### config.mk
export PLATFORM = sky130hd
export DESIGN_NAME = wqo_front
export DESIGN_NICKNAME = d
export VERILOG_FILES = /design/src/hw/rtl/wqo_pkg.sv /design/src/hw/rtl/wqo_front.sv
export SDC_FILE = /design/constraint.sdc
export NUM_CORES = 1
export LEC_CHECK = 0
export CAP_MARGIN = 20
export CORE_MARGIN = 8
export CORE_UTILIZATION = 45
export DETAILED_ROUTE_END_ITERATION = 12
export DONT_BUFFER_PORTS = 1
export SLEW_MARGIN = 0
export SYNTH_ARGS = -nofsm -noshare
export SYNTH_HDL_FRONTEND = slang
export SYNTH_SLANG_ARGS = --single-unit
### constraint.sdc
create_clock -name clk -period 2.1 [get_ports clk]
set_clock_uncertainty 0.05 [all_clocks]
set_input_delay 0.105 -clock clk [delete_from_list [all_inputs] [get_ports clk]]
set_output_delay 0.105 -clock clk [all_outputs]
set_load 0.005 [all_outputs]
### src/hw/rtl/wqo_pkg.sv
`timescale 1ns / 1ps
package wqo_pkg;

  // Field widths of the stream and configuration payloads.
  localparam int SAMPLE_W = 16;
  localparam int FRAC_W   = 16;
  localparam int STEP_W   = 26;
  localparam int LEN_W    = 11;
  localparam int INDEX_W  = 10;
  localparam int IN_DATA_W  = 32;
  localparam int OUT_DATA_W = 32;
  localparam int CFG_IDX_W  = 2;

  localparam int MIN_LEN = 4;

  // Command queue between the front and the back. Depth is a power of two.
  localparam int QUEUE_DEPTH = 4;
  localparam int QPTR_W      = $clog2(QUEUE_DEPTH);
  localparam int QCNT_W      = $clog2(QUEUE_DEPTH + 1);

  // Configuration register indexes.
  localparam logic [CFG_IDX_W-1:0] REG_PHASE_STEP    = 2'd0;
  localparam logic [CFG_IDX_W-1:0] REG_TABLE_LENGTH  = 2'd1;
  localparam logic [CFG_IDX_W-1:0] REG_UNIPOLAR_MODE = 2'd2;

  localparam logic [STEP_W-1:0] PHASE_STEP_RESET   = 26'd65536;
  localparam logic [LEN_W-1:0]  TABLE_LENGTH_RESET = 11'd1024;

  typedef enum logic {
    OP_TICK,
    OP_WRITE
  } op_t;

  typedef struct packed {
    op_t                        op;
    logic [INDEX_W-1:0]         table_index;
    logic signed [SAMPLE_W-1:0] table_value;
  } cmd_t;

  typedef struct packed {
    logic [STEP_W-1:0] phase_step;
    logic [LEN_W-1:0]  table_length;
    logic              unipolar_mode;
  } cfg_t;

endpackage

### src/hw/rtl/wqo_front.sv
`timescale 1ns / 1ps
module wqo_front #(
  parameter int TABLE_DEPTH = 1024
) (
  input  logic                               clk,
  input  logic                               rst_n,
  input  logic                               in_tvalid,
  output logic                               in_tready,
  input  logic [wqo_pkg::IN_DATA_W-1:0]      in_tdata,
  input  logic                               in_tuser,
  output logic                               cmd_valid,
  input  logic                               cmd_ready,
  output wqo_pkg::cmd_t                      cmd
);
  import wqo_pkg::*;

  cmd_t              queue_r [QUEUE_DEPTH];
  logic [QPTR_W-1:0] wr_ptr_r, wr_ptr_nxt;
  logic [QPTR_W-1:0] rd_ptr_r, rd_ptr_nxt;
  logic [QCNT_W-1:0] count_r, count_nxt;
  cmd_t              in_cmd;
  logic              push, pop, in_range;

  always_comb begin
    in_cmd.op          = in_tuser ? OP_WRITE : OP_TICK;
    in_cmd.table_index = in_tdata[INDEX_W-1:0];
    in_cmd.table_value = in_tdata[INDEX_W+SAMPLE_W-1:INDEX_W];
  end

  // Writes past the end of the table are consumed here and never queued.
  assign in_range  = int'(in_cmd.table_index) < TABLE_DEPTH;
  assign in_tready = count_r != QCNT_W'(QUEUE_DEPTH);
  assign push      = in_tvalid && in_tready && ((in_cmd.op == OP_TICK) || in_range);
  assign cmd_valid = count_r != '0;
  assign pop       = cmd_valid && cmd_ready;
  assign cmd       = queue_r[rd_ptr_r];

  always_comb begin
    wr_ptr_nxt = push ? wr_ptr_r + 1'b1 : wr_ptr_r;
    rd_ptr_nxt = pop ? rd_ptr_r + 1'b1 : rd_ptr_r;
    count_nxt  = count_r + QCNT_W'(push) - QCNT_W'(pop);
  end

  always_ff @(posedge clk) begin
    if (!rst_n) begin
      wr_ptr_r <= '0;
      rd_ptr_r <= '0;
      count_r  <= '0;
    end else begin
      wr_ptr_r <= wr_ptr_nxt;
      rd_ptr_r <= rd_ptr_nxt;
      count_r  <= count_nxt;
    end
  end

  always_ff @(posedge clk) begin
    if (push) begin
      queue_r[wr_ptr_r] <= in_cmd;
    end
  end

endmodule

==> summary.md <==
| Metric | Value |
|---|---|
| Pwr dens | `1206 mW/mm2` |
| Layout cells sized above 1 | `23.32%` |
| Post-detail-place hpwl | `4618 um` |
| Max Clk Rate | `461.2 MHz` |
| Worst r2r src | `count_r[1]` |
| Worst-case reg-to-reg path depth | `9` |
| Antenna violations before repair | `0` |
| Minimum clock period | `2168 ps` |
| Yosys cell types | `21` |
| Crit path DAT | `2510 ps` |
| Placed instance count | `324` |
| Root Buffer | `clkbuf_8` |
| CORE AREA | `0.009639 mm2` |
| Leak | `1.803 nW` |
| Synth Instances | `189` |
| Least-Margin Pin Slew | `372.5 ps` |
| 1st-iter DRT viols | `93` |
| Vias per cell | `5.060` |
| Top-count cell post-synth | `edfxtp_1` |
| Vias in the first global route | `2227` |
| Largest net degree at the start of global routing | `28` |
| Seq/Total Area, Yosys | `77.51%` |
| Max Slew Vio Count | `0` |
| Filler cells | `739` |
| RSZ-0062 raised after global routing | `true` |
| Leading post-synthesis cells by cell area | `edfxtp_1, mux4_2, mux4_1` |
| Clk_lat worst skew | `500 ps` |
| ANT cells | `0` |
| WP data required | `2440 ps` |
| Routed wire length | `7550 um` |
| I/O pins | `66` |
| GRT met3 Usage | `4.779%` |
| Total gr overflow | `0` |
| Status | `complete, but fails checks` |
| Die area | `0.01324 mm2` |
| Crit path kind | `flip-flop to flip-flop` |
| Yosys top cell area share | `73.43%` |
| Most Crowded Layer GR | `met2` |
| Setup crit end kind | `flip-flop` |
| Worst vdd ir | `0.6206 mV` |
| Drt pass-1 iters | `4` |
| Slew headroom | `75.17%` |
| Max incr delay on CP | `350 ps` |
| Synth Net Count | `233` |
| CTS buffer count | `17` |
| Die Ht | `115.1 um` |
| Via count | `1953` |
| CTS tree | `yes` |
| Hold WC Path Type | `input port to flip-flop` |
| Synth warn | `0` |
| Synth Register Bits | `117` |
| Total GRT Usage | `12.64%` |
| # DRC | `0` |
| Hold path start | `cmd_ready` |
| H-tree depth | `4` |
| Post-route ant nets | `0` |
| Fin Hold WS | `44.94 ps` |
| Cell Chain, Critical Path | `o31a_1, ha_1, inv_1, ha_1, inv_1, fa_2, xnor2_2, xnor2_1, and2_1` |
| Syn-to-layout area delta | `23.31%` |
| # rows | `36` |
| Critical Path Start | `count_r[1]` |
| Crit Path Max Fanout | `3` |
| # port buffers | `0` |
| Clk slew on worst S/H paths | `50 ps` |
| Post-synthesis area per instance | `23.37 um2` |
| Setup ws final | `-68.13 ps` |
| GR met1 Demand/Resource | `13.83%` |
| Hold Path Stages | `4` |
| # nets final | `286` |
| Setup violators final | `1` |
| DIE WIDTH | `115.1 um` |
| CP Launch Type | `flip-flop` |
| Fin cells | `386` |
| Post-synth EDFFs | `108` |
| Met2 usage | `21.36%` |
| First-pass GRT wire length | `12100 um` |
| Failing checks | `negative setup slack` |
| Period utilization | `103.2%` |
| Synth Flop Type | `edfxtp_1` |
| Initial core utilization | `45.82%` |
| GPL Wtd Cong | `0.6975` |
| CTS Sinks | `117` |
| Final Hold Viols | `0` |
| Number of maximum-capacitance violations | `0` |
| WL/cell | `19.56 um` |
| Yosys top cell by area | `edfxtp_1` |
| Synth top cells by count | `edfxtp_1, mux4_2, dfxtp_1, and2_1, mux4_1` |
| Cell Area, Synth | `0.004417 mm2` |
| Clk buf depth | `2` |
| Slowest-stage cell, CP | `dfxtp_4` |
| Ys async rst share | `0%` |
## cells by family after synthesis
family,count (synthesis),share of synthesized area [%]
AOI/OAI and AO/OA,3,0.6516
xor gates and xnor gates,4,0.7931
adders and majority gates,7,2.153
buffers and inverters,12,2.011
DFF,117,77.51
muxes,29,14.82
and+or+nand+nor,17,2.068
## cell usage in the layout (no fill, tap or decap)
cell type / count
dfxtp_4: 2
or3_1: 1
fa_2: 1
dfxtp_2: 2
ha_1: 6
clkbuf_8: 1
nor2b_1: 3
clkbuf_1: 4
buf_12: 3
nand2_1: 5
clkinv_1: 5
mux4_2: 20
and2_1: 7
buf_4: 8
mux2i_1: 2
bufinv_16: 1
clkbuf_16: 16
o311ai_1: 1
inv_1: 5
dfxtp_1: 5
clkinv_2: 3
mux4_1: 7
xnor2_1: 3
nor2_1: 1
a21boi_2: 1
dlygate4sd3_1: 30
o31a_1: 1
xnor2_2: 1
edfxtp_1: 108
## worst max-delay path, delay by kind of cell (launching register included)
kind | cells | cell delay [ps]
adders and majority gates | 3 | 780
DFF | 1 | 350
buffers and inverters | 2 | 120
AOI/OAI and AO/OA | 1 | 320
xor gates and xnor gates | 2 | 280
and+or+nand+nor | 1 | 150
## cell type report
class	count	area [um2]	area share (%)
Tap cell	133	166.4	3.055
Multi-Input combinational cell	60	914.6	16.79
Clock buffer	21	429.2	7.880
Sequential cell	117	3433	63.04
Timing Repair Buffer	41	420.4	7.719
Clock inverter	9	63.81	1.172
Inverter	5	18.77	0.3446
## final timing paths
| check | end | slack (ps) |
|---|---|---|
| worst max register to register | count_r[2] | -70 |
| worst min register to register | wr_ptr_r[1] | 450 |
| worst max-delay path | count_r[2] | -70 |
| worst min-delay path | flip-flop | 40 |
## registers in the layout, summed over array words and instances (netlist names), named ones only
signal    cells
count_r       3
queue_r     108
rd_ptr_r      2
wr_ptr_r      2
## report_power, final
part / total (W) / internal, W / switching, W
clock network: 0.00239 / 0.00152 / 0.000867
registers: 0.00295 / 0.00285 / 0.0000984
logic: 0.00123 / 0.000621 / 0.000612
total: 0.00657 / 0.00499 / 0.00158
## layer usage
metal	wire length, um	vias up	part of all wire, %
li1	-	887	-
met5	0	-	0
met4	72	0	0.95
met2	4046	45	54
met1	3011	1012	40
met3	419	9	5.5
## through the flow
step | cell area [um2] | TNS, ps | total power (W) | worst slack [ps] | utilization, %
finish | 5446 | -68.13 | 0.006570 | -68.13 | 56.50
global route | 5446 | -137.6 | 0.006878 | -137.6 | 56.50
CTS | 5444 | -54.16 | 0.006662 | -54.16 | 56.48
detailed placement | 4627 | -81.72 | 0.004156 | -81.72 | 48.00
global placement | 4627 | 0 | 0.004079 | 51.40 | 48.00
floorplan | 4424 | 0 | 0.003883 | 0.7521 | -
## timing repair
item,in CTS,in global routing
gates resized for setup,2,1
pin swaps,1,2
hold endpoints to repair,117,0
setup buffers,2,0
hold buffers,30,0
endpoints found under the setup margin,1,1
No activity file was read; power rests on OpenSTA's default activity.
